**src/sv/assert_macros.svh**
```systemverilog
// ---------------------------------------------------------------------------
// Assertion macros
// Concurrent assertion helpers shared by the RTL. Define NO_ASSERTIONS to
// compile them out.
// ---------------------------------------------------------------------------
`ifndef ASSERT_MACROS_SVH
`define ASSERT_MACROS_SVH

`ifndef NO_ASSERTIONS

// same-cycle implication
`define ASSERT_IMPLY(lbl, clk, rst, ante, cons) \
   lbl: assert property (@(posedge clk) disable iff (rst) (ante) |-> (cons)) \
      else $error("assertion failed: same-cycle implication");

// next-cycle implication
`define ASSERT_NEXT(lbl, clk, rst, ante, cons) \
   lbl: assert property (@(posedge clk) disable iff (rst) (ante) |=> (cons)) \
      else $error("assertion failed: next-cycle implication");

`else

`define ASSERT_IMPLY(lbl, clk, rst, ante, cons)
`define ASSERT_NEXT(lbl, clk, rst, ante, cons)

`endif

`endif

```
**src/sv/gcl_pkg.sv**
```systemverilog
// ---------------------------------------------------------------------------
// gcl_pkg
// Types and constants of the GCD / LCM unit.
// ---------------------------------------------------------------------------
package gcl_pkg;

   // number of operand bits used (2..16); the operand fields carry 16 bits
   localparam int OPERAND_WIDTH   = 16;
   localparam int OPERAND_FIELD_W = 16;
   localparam int DIVISOR_W       = 16;
   localparam int MULTIPLE_W      = 32;

   localparam int OP_W    = (OPERAND_WIDTH < OPERAND_FIELD_W) ? OPERAND_WIDTH
                                                               : OPERAND_FIELD_W;
   localparam int SHIFT_W = $clog2(OP_W);
   localparam int CNT_W   = $clog2(OP_W + 1);

   typedef struct packed {
      logic [OPERAND_FIELD_W-1:0] operand_a;
      logic [OPERAND_FIELD_W-1:0] operand_b;
   } gcl_req_type;

   typedef struct packed {
      logic [DIVISOR_W-1:0]  divisor;
      logic [MULTIPLE_W-1:0] multiple;
      logic                  zero_operand;
   } gcl_rsp_type;

   // controller -> datapath
   typedef struct packed {
      logic load;
      logic gcd_step;
      logic scale;
      logic div_step;
      logic mul;
   } gcl_cmd_type;

   // datapath -> controller
   typedef struct packed {
      logic gcd_done;
      logic div_done;
      logic zero_operand;
   } gcl_stat_type;

endpackage

```
**src/sv/gcl_dpath.sv**
```systemverilog
// ---------------------------------------------------------------------------
// gcl_dpath
// Binary GCD reduction, restoring divider for a/gcd and the final multiply.
// ---------------------------------------------------------------------------
module gcl_dpath (
   input  logic                 clock,
   input  gcl_pkg::gcl_cmd_type cmd,
   input  gcl_pkg::gcl_req_type req_data,
   output gcl_pkg::gcl_stat_type stat,
   output gcl_pkg::gcl_rsp_type rsp_data
);
   import gcl_pkg::*;

   logic [OP_W-1:0]    a_ff, a_in;       // dividend, then quotient
   logic [OP_W-1:0]    b_ff, b_in;
   logic [OP_W-1:0]    x_ff, x_in;
   logic [OP_W-1:0]    y_ff, y_in;
   logic [SHIFT_W-1:0] k_ff, k_in;       // common power of two
   logic [OP_W-1:0]    g_ff, g_in;
   logic [OP_W-1:0]    rem_ff, rem_in;
   logic [CNT_W-1:0]   cnt_ff, cnt_in;
   logic [2*OP_W-1:0]  prod_ff, prod_in;
   logic               zero_ff, zero_in;

   logic [OP_W-1:0]    op_a, op_b;
   logic [OP_W:0]      trial;
   logic [OP_W:0]      trial_diff;
   logic               q_bit;

   assign op_a = req_data.operand_a[OP_W-1:0];
   assign op_b = req_data.operand_b[OP_W-1:0];

   assign trial      = {rem_ff, a_ff[OP_W-1]};
   assign trial_diff = trial - {1'b0, g_ff};
   assign q_bit      = (trial >= {1'b0, g_ff});

   always_comb begin
      a_in    = a_ff;
      b_in    = b_ff;
      x_in    = x_ff;
      y_in    = y_ff;
      k_in    = k_ff;
      g_in    = g_ff;
      rem_in  = rem_ff;
      cnt_in  = cnt_ff;
      prod_in = prod_ff;
      zero_in = zero_ff;

      if (cmd.load) begin
         a_in    = op_a;
         b_in    = op_b;
         x_in    = op_a;
         y_in    = op_b;
         k_in    = '0;
         zero_in = (op_a == '0) || (op_b == '0);
      end

      if (cmd.gcd_step) begin
         priority if (!x_ff[0] && !y_ff[0]) begin
            x_in = x_ff >> 1;
            y_in = y_ff >> 1;
            k_in = k_ff + SHIFT_W'(1);
         end else if (!x_ff[0]) begin
            x_in = x_ff >> 1;
         end else if (!y_ff[0]) begin
            y_in = y_ff >> 1;
         end else if (x_ff >= y_ff) begin
            // both odd: the difference is even
            x_in = (x_ff - y_ff) >> 1;
         end else begin
            y_in = (y_ff - x_ff) >> 1;
         end
      end

      if (cmd.scale) begin
         g_in   = (x_ff | y_ff) << k_ff;
         rem_in = '0;
         cnt_in = '0;
      end

      if (cmd.div_step) begin
         rem_in = q_bit ? trial_diff[OP_W-1:0] : trial[OP_W-1:0];
         a_in   = {a_ff[OP_W-2:0], q_bit};
         cnt_in = cnt_ff + CNT_W'(1);
      end

      if (cmd.mul) begin
         prod_in = (2*OP_W)'(a_ff) * (2*OP_W)'(b_ff);
      end
   end

   always_ff @(posedge clock) begin
      a_ff    <= a_in;
      b_ff    <= b_in;
      x_ff    <= x_in;
      y_ff    <= y_in;
      k_ff    <= k_in;
      g_ff    <= g_in;
      rem_ff  <= rem_in;
      cnt_ff  <= cnt_in;
      prod_ff <= prod_in;
      zero_ff <= zero_in;
   end

   assign stat.gcd_done     = (x_ff == '0) || (y_ff == '0);
   assign stat.div_done     = (cnt_ff == CNT_W'(OP_W));
   assign stat.zero_operand = zero_ff;

   assign rsp_data.divisor      = zero_ff ? '0 : DIVISOR_W'(g_ff);
   assign rsp_data.multiple     = zero_ff ? '0 : MULTIPLE_W'(prod_ff);
   assign rsp_data.zero_operand = zero_ff;

endmodule

```
**src/sv/gcl_ctrl.sv**
```systemverilog
// ---------------------------------------------------------------------------
// gcl_ctrl
// Sequencer: load, GCD loop, scale, divide loop, multiply, result strobe.
// ---------------------------------------------------------------------------
module gcl_ctrl (
   input  logic                  clock,
   input  logic                  reset,
   input  logic                  start,
   input  gcl_pkg::gcl_stat_type stat,
   output gcl_pkg::gcl_cmd_type  cmd,
   output logic                  busy,
   output logic                  rsp_strobe
);
   import gcl_pkg::*;

   typedef enum logic [5:0] {
      S_IDLE  = 6'b000001,
      S_GCD   = 6'b000010,
      S_SCALE = 6'b000100,
      S_DIV   = 6'b001000,
      S_MUL   = 6'b010000,
      S_DONE  = 6'b100000
   } gcl_state_type;

   gcl_state_type state_ff, state_in;

   always_comb begin
      state_in = state_ff;
      cmd      = '0;
      unique case (state_ff)
         S_IDLE: begin
            if (start) begin
               cmd.load = 1'b1;
               state_in = S_GCD;
            end
         end
         S_GCD: begin
            if (stat.gcd_done) begin
               state_in = stat.zero_operand ? S_DONE : S_SCALE;
            end else begin
               cmd.gcd_step = 1'b1;
            end
         end
         S_SCALE: begin
            cmd.scale = 1'b1;
            state_in  = S_DIV;
         end
         S_DIV: begin
            if (stat.div_done) begin
               state_in = S_MUL;
            end else begin
               cmd.div_step = 1'b1;
            end
         end
         S_MUL: begin
            cmd.mul  = 1'b1;
            state_in = S_DONE;
         end
         S_DONE: begin
            state_in = S_IDLE;
         end
         default: begin
            state_in = S_IDLE;
         end
      endcase
   end

   always_ff @(posedge clock) begin
      if (reset) begin
         state_ff <= S_IDLE;
      end else begin
         state_ff <= state_in;
      end
   end

   assign busy       = (state_ff != S_IDLE);
   assign rsp_strobe = (state_ff == S_DONE);

endmodule

```
**src/sv/gcd_lcm_unit.sv**
```systemverilog
// ---------------------------------------------------------------------------
// gcd_lcm_unit
// Greatest common divisor and least common multiple of two unsigned operands.
// ---------------------------------------------------------------------------
//  channel   ports                      transfer
//  request   start, busy, req_data      rising edge with start high, busy low
//  result    rsp_strobe, rsp_data       every cycle rsp_strobe is high
//
//  One item at a time; busy stays high from the accepted start to the strobe.
//  Each item runs through load, the binary GCD steps, the GCD exit, scale,
//  the divide steps, the divide exit, multiply and strobe. Only the number
//  of binary GCD steps depends on the operands; a zero operand goes from
//  the GCD exit straight to the strobe, skipping scale, divide and multiply.
//  Synchronous reset returns the sequencer to idle. The result is shown for
//  one cycle only; the receiver cannot stall it.
// ---------------------------------------------------------------------------
`include "assert_macros.svh"

module gcd_lcm_unit (
   input  logic                 clock,
   input  logic                 reset,
   input  logic                 start,
   output logic                 busy,
   input  gcl_pkg::gcl_req_type req_data,
   output logic                 rsp_strobe,
   output gcl_pkg::gcl_rsp_type rsp_data
);
   import gcl_pkg::*;

   gcl_cmd_type  cmd;
   gcl_stat_type stat;
   logic         rsp_zero_fields;
   logic         rsp_valid_fields;

   gcl_ctrl u_ctrl (
      .clock      (clock),
      .reset      (reset),
      .start      (start),
      .stat       (stat),
      .cmd        (cmd),
      .busy       (busy),
      .rsp_strobe (rsp_strobe)
   );

   gcl_dpath u_dpath (
      .clock    (clock),
      .cmd      (cmd),
      .req_data (req_data),
      .stat     (stat),
      .rsp_data (rsp_data)
   );

   assign rsp_zero_fields  = (rsp_data.divisor == '0) && (rsp_data.multiple == '0);
   assign rsp_valid_fields = (rsp_data.divisor != '0);

   `ASSERT_NEXT(a_start_busy, clock, reset, start && !busy, busy)
   `ASSERT_NEXT(a_strobe_single, clock, reset, rsp_strobe, !rsp_strobe)
   `ASSERT_IMPLY(a_zero_results, clock, reset, rsp_strobe && rsp_data.zero_operand, rsp_zero_fields)
   `ASSERT_IMPLY(a_divisor_nonzero, clock, reset, rsp_strobe && !rsp_data.zero_operand, rsp_valid_fields)

endmodule
```
**config.mk**
```make
export PLATFORM = sky130hd
export DESIGN_NAME = gcd_lcm_unit
export DESIGN_NICKNAME = d
export VERILOG_FILES = /design/src/sv/gcl_pkg.sv /design/src/sv/gcl_dpath.sv /design/src/sv/gcl_ctrl.sv /design/src/sv/gcd_lcm_unit.sv
export VERILOG_INCLUDE_DIRS = /design/src /design/src/sv
export SDC_FILE = /design/constraint.sdc
export NUM_CORES = 1
export LEC_CHECK = 0
export ABC_CLOCK_PERIOD_IN_PS = 9500
export BUFFER_PORTS_ARGS = -buffer_cell sky130_fd_sc_hd__clkbuf_2
export CAP_MARGIN = 20
export CELL_PAD_IN_SITES_DETAIL_PLACEMENT = 0
export CELL_PAD_IN_SITES_GLOBAL_PLACEMENT = 2
export CORE_ASPECT_RATIO = 1.5
export CORE_MARGIN = 8
export CORE_UTILIZATION = 44
export DETAILED_ROUTE_END_ITERATION = 8
export GPL_ROUTABILITY_DRIVEN = 0
export PLACE_DENSITY = 0.91
export SLEW_MARGIN = 20
export SYNTH_ARGS = -nofsm -noshare
export SYNTH_HDL_FRONTEND = slang
export SYNTH_SLANG_ARGS = --single-unit
```
**constraint.sdc**
```tcl
create_clock -name clock -period 9.5 [get_ports clock]
set_clock_uncertainty 0.05 [all_clocks]
set_input_delay 0.95 -clock clock [delete_from_list [all_inputs] [get_ports clock]]
set_output_delay 0.95 -clock clock [all_outputs]
set_load 0.005 [all_outputs]
```
==> results of run 1 <==
## layout by cell type, fill, tap and decap left out, drive strengths merged, types with 8 or more instances in the layout
| cell type | count |
|---|---|
| nand2b | 8 |
| nand2 | 262 |
| nand4 | 14 |
| fa | 197 |
| a21o | 26 |
| o21bai | 18 |
| xnor2 | 52 |
| xor2 | 19 |
| clkbuf | 102 |
| nor4 | 21 |
| nor2b | 44 |
| dfxtp | 42 |
| a21oi | 81 |
| o21ai | 27 |
| edfxtp | 102 |
| clkinv | 8 |
| a221o | 11 |
| and2 | 126 |
| nor2 | 120 |
| inv | 307 |
| mux2i | 37 |
| ha | 170 |
| nor3 | 17 |
| o22ai | 19 |
| a31oi | 9 |
| nand3 | 17 |
| o21a | 8 |
| a211oi | 19 |
## critical path, delay by kind of cell (launching register included)
kind            cells  cell delay, ns
fa+ha+maj           7            3.36
flops               1            0.79
simple gates        2            0.34
compound gates      7            1.64
xor+xnor            1            0.13
buf+inv             3            0.15
## path summary, 6_finish.rpt
check                        endpoint              from  slack (ns)  cells past startpoint
setup / recovery  u_dpath.prod_ff[30]  u_dpath.a_ff[10]        2.81                     20
hold reg to reg      u_dpath.y_ff[15]  u_dpath.y_ff[15]        0.46                      2
setup reg to reg  u_dpath.prod_ff[30]  u_dpath.a_ff[10]        2.81                     20
hold / removal       u_dpath.y_ff[15]  u_dpath.y_ff[15]        0.46                      2
## flip-flops by register name, indices dropped and copies added, names as in the netlist
register	cells
u_ctrl.state_ff	6
u_dpath.a_ff	16
u_dpath.b_ff	16
u_dpath.cnt_ff	5
u_dpath.g_ff	16
u_dpath.k_ff	4
u_dpath.prod_ff	32
u_dpath.rem_ff	16
u_dpath.x_ff	16
u_dpath.y_ff	16
u_dpath.zero_ff	1
## logic make-up after synthesis
kind of cell | synth area share (%)
simple gates | 17.6
buf+inv | 8.28
fa+ha+maj | 34.8
compound gates | 10.7
flops | 22.4
xor+xnor | 3.56
mux | 2.70
## metrics by stage
step	hold slack (ns)	cell area (um2)	std cells	utilization, %	setup WS [ns]
after floorplan	0.411	17500	1904	-	3.35
after global placement	0.445	18200	2423	46.5	2.85
after detailed placement	0.444	18200	2423	46.5	2.78
after CTS	0.453	18800	2455	48.0	2.79
after global routing	0.505	18800	2455	48.0	2.49
final	0.457	18800	2455	48.0	2.81
## layer usage
| layer | wire [um] | vias to the layer above | global-route usage, % |
|---|---|---|---|
| met5 | 0 | - | 0 |
| met4 | 2990 | 0 | 13.3 |
| met3 | 1470 | 129 | 2.47 |
| met2 | 25200 | 291 | 38.4 |
| met1 | 17700 | 6581 | 22.3 |
| li1 | - | 6276 | - |
## cell type report
type                    count  area share [%]
clock buffers              17            2.26
clock inverters            15           0.851
inverters                 300            5.98
repair buffers             90            2.46
flip-flops and latches    144            20.7
multi-input cells        1389            64.4
well taps                 500            3.32
==> results.tsv, run 1 <==
stage	metric	value	unit
finish	# diodes	0	
synth	Synth area leader	fa_1	
critical_path	Critical Path RT	9.66	ns
die	core area	39200	um2
sta	crit path time final	6.69	ns
grt	vias in the first global route	14255	
sta	Achievable Freq	149	MHz
critical_path	Setup CP Type	reg -> reg	
clock_tree	setup bufs post-CTS	0	
drt	vias per cell	5.41	
sta	setup TNS	0	ns
die	site row count	89	
synth	top_reg_cell synth	edfxtp_1	
grt	grt total ovfl	0	
clock_tree	total CTS buffers	17	
drt	DRC viols	0	
grt	initial antenna violation count	0	
finish	layout cells sized above 1	8.54	%
clock_tree	CTS tree	built	
clock_tree	clock tree buffer depth	2	
place	Detailed Place HPWL	38300	um
synth	Distinct cells, synth	75	
drt	via count	13277	
sta	RSZ-0062 raised after global routing	no	
clock_tree	cells resized by post-CTS repair	0	
sta	Slew Viols, Final	0	
clock_tree	Clk Latency, worst-skew pair	0.46	ns
synth	Mapped Area	17500	um2
critical_path	most used cell, CP	fa_1	
sta	worst-margin pin slew	0.951	ns
synth	Synth top area share	22.6	%
clock_tree	CTS Hold Bufs	0	
critical_path	critical path data arrival time	6.85	ns
finish	Multi-input gate area	12100	um2
outcome	status	finished clean	
critical_path	Crit Path Max Fanout	17	
synth	Mapped Cells	1904	
critical_path	slowest stage delay, CP	0.79	ns
clock_tree	H-tree depth	4	
die	Die Span Y	260	um
drt	WL final	47400	um
min_path	worst min path class	reg -> reg	
die	Die W	179	um
drt	DR iter-0 viols	745	
clock_tree	Clock transition at path regs	0.07	ns
sta	setup violators final	0	
clock_tree	Root Driver	clkbuf_16	
drt	Wirelength per Cell	19.3	um
sta	Hold Vio Cnt, Final	0	
drt	Initial DRT Pass Iterations	7	
synth	synth top area cells	fa_1 23%, edfxtp_1 18%, ha_1 12%, inv_1 6.3%, nand2_1 5.6%	
synth	Yosys reg bits	144	
synth	Commonest cells post-synth	291 x inv_1, 262 x nand2_1, 197 x fa_1	
run	Max-cap violations	0	
critical_path	CP max stage cell	edfxtp_1	
finish	fillers	3803	
critical_path	cells along the critical path	nand2_1 > fa_1 > fa_1 > fa_1 > fa_1 > inv_1 > fa_1 > inv_1 > fa_1 > inv_1 > ha_1 > o21ai_1 > or2_1 > o221ai_1 > o21a_1 > o2bb2ai_2 > a2111o_1 > a21o_1 > a21o_1 > xor2_1	
synth	syn_nets	2306	
finish	layout net count	2344	
finish	Storage cell area	3900	um2
grt	pin count of the biggest net entering global routing	49	
grt	first-pass GRT wire length	75700	um
synth	Yosys warnings	0	
synth	Avg Cell Area, Syn	9.17	um2
synth	EDFF count, synth	102	
synth	Seq/Total Area, Yosys	22.4	%
die	die area	46400	um2
critical_path	Critical Path Start Type	register	
finish	layout overhead on the synthesized area	7.84	%
grt	GRT Total Usage	21.0	%
sta	max_slew headroom	36.6	%
drt	Post-DRT Antenna Nets	0	
critical_path	crit end category	register	
place	Port Buf Inserts	85	
die	Initial Util	44.5	%
synth	FFs w/ async S/R, synth	0	%
die	I/O pins	86	
synth	most frequent cell after synthesis	inv_1	
clock_tree	clk sinks	144	
sta	period utilization	70.4	%
Power of run 1 is not shown: default switching activity piles up to over one toggle a cycle in this logic, so the estimate is an artifact.
==> inputs of run 2 (changes only) <==
- ABC_CLOCK_PERIOD_IN_PS: 9500 -> 6400
- CORE_UTILIZATION: 44 -> 41
- PLACE_DENSITY: 0.91 -> 0.86
- clock period: 9.5 -> 6.4 ns (I/O delays scaled with it)
==> run 2 against run 1 <==
  * Cell count is 6.0% higher
  * Maximum frequency is 7.1% higher
  * Hold slack worse by 0.10 ns
  * Global-route usage is 0.86 points lower
  * Cell area is 4.5% higher
  * Clock-buffer cell count stayed put
  * Critical path depth is 1 higher
  * Die area is 6.8% higher
  * First-iteration DRC count is 8.9% lower
  * Critical endpoint unchanged
  * Largest cell class unchanged
==> results.tsv, run 2 (synthesis gave the netlist of run 1 again) <==
stage	metric	value	unit	change
die	die area	49600	um2	was 46400 um2
critical_path	critical path data arrival time	6.40	ns	was 6.85 ns
finish	layout overhead on the synthesized area	12.7	%	was 7.84%
drt	M1 wire length	18700	um	was 17700 um
finish	most frequent cells in the layout	290 x inv_1, 261 x nand2_1, 193 x fa_1		was 291 x inv_1, 262 x nand2_1, 197 x fa_1
sta	setup TNS	0	ns	unchanged
clock_tree	clock tree buffer depth	2		unchanged
grt	initial antenna violation count	0		unchanged
critical_path	cell family with most CP delay	adder cells		unchanged
critical_path	Setup CP Type	reg -> reg		unchanged
drt	Post-DRT Antenna Nets	0		unchanged
critical_path	Critical Path RT	6.55	ns	was 9.66 ns
clock_tree	total CTS buffers	17		unchanged
die	Die W	184	um	was 179 um
die	site row count	92		was 89
sta	worst-margin pin slew	1.02	ns	was 0.951 ns
outcome	status	finished clean		unchanged
finish	Storage cell area	3900	um2	unchanged
drt	Initial DRT Pass Iterations	5		was 7
die	I/O pins	86		unchanged
drt	vias per cell	5.25		was 5.41
die	Initial Util	41.5	%	was 44.5%
drt	WL final	49300	um	was 47400 um
clock_tree	CTS tree	built		unchanged
grt	vias in the first global route	14520		was 14.3k
critical_path	crit end category	register		unchanged
drt	WL met2	26000	um	was 25200 um
sta	setup violators final	0		unchanged
sta	period utilization	97.6	%	was 70.4%
place	Detailed Place HPWL	40000	um	was 38300 um
grt	pin count of the biggest net entering global routing	41		was 49
grt	grt total ovfl	0		unchanged
critical_path	slowest stage delay, CP	0.56	ns	was 0.79 ns
clock_tree	Clock transition at path regs	0.07	ns	about the same
finish	Multi-input gate area	12200	um2	was 12100 um2
critical_path	worst path bufs/invs	4		was 3
clock_tree	Clk Latency, worst-skew pair	0.45	ns	was 0.46 ns
critical_path	Crit Path Max Fanout	5		was 17
finish	leading cell type in the layout, fill and taps excluded	inv_1		unchanged
finish	fillers	4095		was 3803
finish	fin util	46.8	%	was 48.0%
die	core area	42000	um2	was 39200 um2
drt	Wirelength per Cell	18.9	um	was 19.3 um
sta	crit path time final	6.25	ns	was 6.69 ns
finish	layout cells sized above 1	13.4	%	was 8.54%
drt	DRC viols	0		unchanged
critical_path	cells along the critical path	buf_6 > buf_4 > and2_1 > fa_1 > inv_1 > fa_1 > inv_1 > ha_1 > fa_1 > fa_1 > fa_1 > ha_1 > a21o_1 > a21boi_1 > o221ai_2 > o21a_2 > o2bb2ai_4 > a2111o_1 > a21o_1 > a21o_1 > xor2_1		was nand2_1 > fa_1 > fa_1 > fa_1 > fa_1 > inv_1 > fa_1 > inv_1 > fa_1 > inv_1 > ha_1 > o21ai_1 > or2_1 > o221ai_1 > o21a_1 > o2bb2ai_2 > a2111o_1 > a21o_1 > a21o_1 > xor2_1
grt	first-pass GRT wire length	77000	um	was 75700 um
drt	DR iter-0 viols	679		was 745
clock_tree	Root Driver	clkbuf_16		unchanged
sta	Achievable Freq	160	MHz	was 149 MHz
finish	layout net count	2427		was 2344
clock_tree	CTS Hold Bufs	0		unchanged
sta	Slew Viols, Final	0		unchanged
critical_path	CP max stage cell	fa_1		was edfxtp_1
finish	max reg flops	32		unchanged
sta	Hold Vio Cnt, Final	0		unchanged
drt	via count	13654		was 13.3k
finish	# diodes	0		unchanged
finish	register with the most flip-flops	u_dpath.prod_ff		unchanged
clock_tree	clk sinks	144		unchanged
run	Max-cap violations	0		unchanged
sta	RSZ-0062 raised after global routing	yes		was no
grt	GRT Total Usage	20.1	%	was 21.0%
clock_tree	H-tree depth	4		unchanged
drt	routed wl met3	1750	um	was 1470 um
die	Die Span Y	269	um	was 260 um
min_path	worst min path class	in -> reg		was reg -> reg
critical_path	Critical Path Start Type	register		unchanged
sta	max_slew headroom	32.0	%	was 36.6%
place	Port Buf Inserts	85		unchanged
drt	Top Metal Used	met4		unchanged
critical_path	most used cell, CP	fa_1		unchanged
run 2: per-stage QoR:
step / instances / hold slack (ns) / cell area, um2 / setup slack (ns)
after CTS: 2579 / 0.321 / 19300 / 0.00638
after detailed placement: 2545 / 0.465 / 18800 / -0.0173
after global placement: 2545 / 0.462 / 18700 / 0.0542
after floorplan: 1904 / 0.411 / 17500 / 0.255
after global routing: 2602 / 0.342 / 19700 / -0.0330
final: 2602 / 0.352 / 19700 / 0.153
run 2: cell type report:
class | instances | area share [%]
inverters | 300 | 5.73
well taps | 564 | 3.59
clock buffers | 17 | 2.16
multi-input cells | 1389 | 62.3
flip-flops and latches | 144 | 19.9
repair buffers | 173 | 5.63
clock inverters | 15 | 0.783
run 2: worst reg2reg max path: stages (launching register included):
cell and delay [ns]:
edfxtp_1 0.44, buf_6 0.16, buf_4 0.15, and2_1 0.17, fa_1 0.53, inv_1 0.05, fa_1 0.47, inv_1 0.04
ha_1 0.18, fa_1 0.46, fa_1 0.56, fa_1 0.42, ha_1 0.37, a21o_1 0.21, a21boi_1 0.25, o221ai_2 0.13
o21a_2 0.28, o2bb2ai_4 0.18, a2111o_1 0.44, a21o_1 0.16, a21o_1 0.18, xor2_1 0.14
run 2: final timing paths:
path / end / start / cells after the start / slack, ns
min reg2reg: u_dpath.y_ff[15] / u_dpath.y_ff[15] / 2 / 0.48
max: u_dpath.prod_ff[30] / u_dpath.b_ff[4] / 21 / 0.15
min: u_ctrl.state_ff[1] / reset / 2 / 0.35
max reg2reg: u_dpath.prod_ff[30] / u_dpath.b_ff[4] / 21 / 0.15
run 2: metal layers:
metal  GRT usage (%)  vias to the layer above
met5               0                        -
met4            11.7                        0
met3            2.51                      113
met2            37.7                      344
met1            21.3                     6754
li1                -                     6443
run 2: repair_timing:
action                                  4_1_cts  5_1_grt
pin swaps                                     0       18
endpoints found under the setup margin        1        7
gates resized for setup                       0       34
gates cloned                                  0        0
buffers inserted                              2       23
Power of run 2 is left out for the same reason.
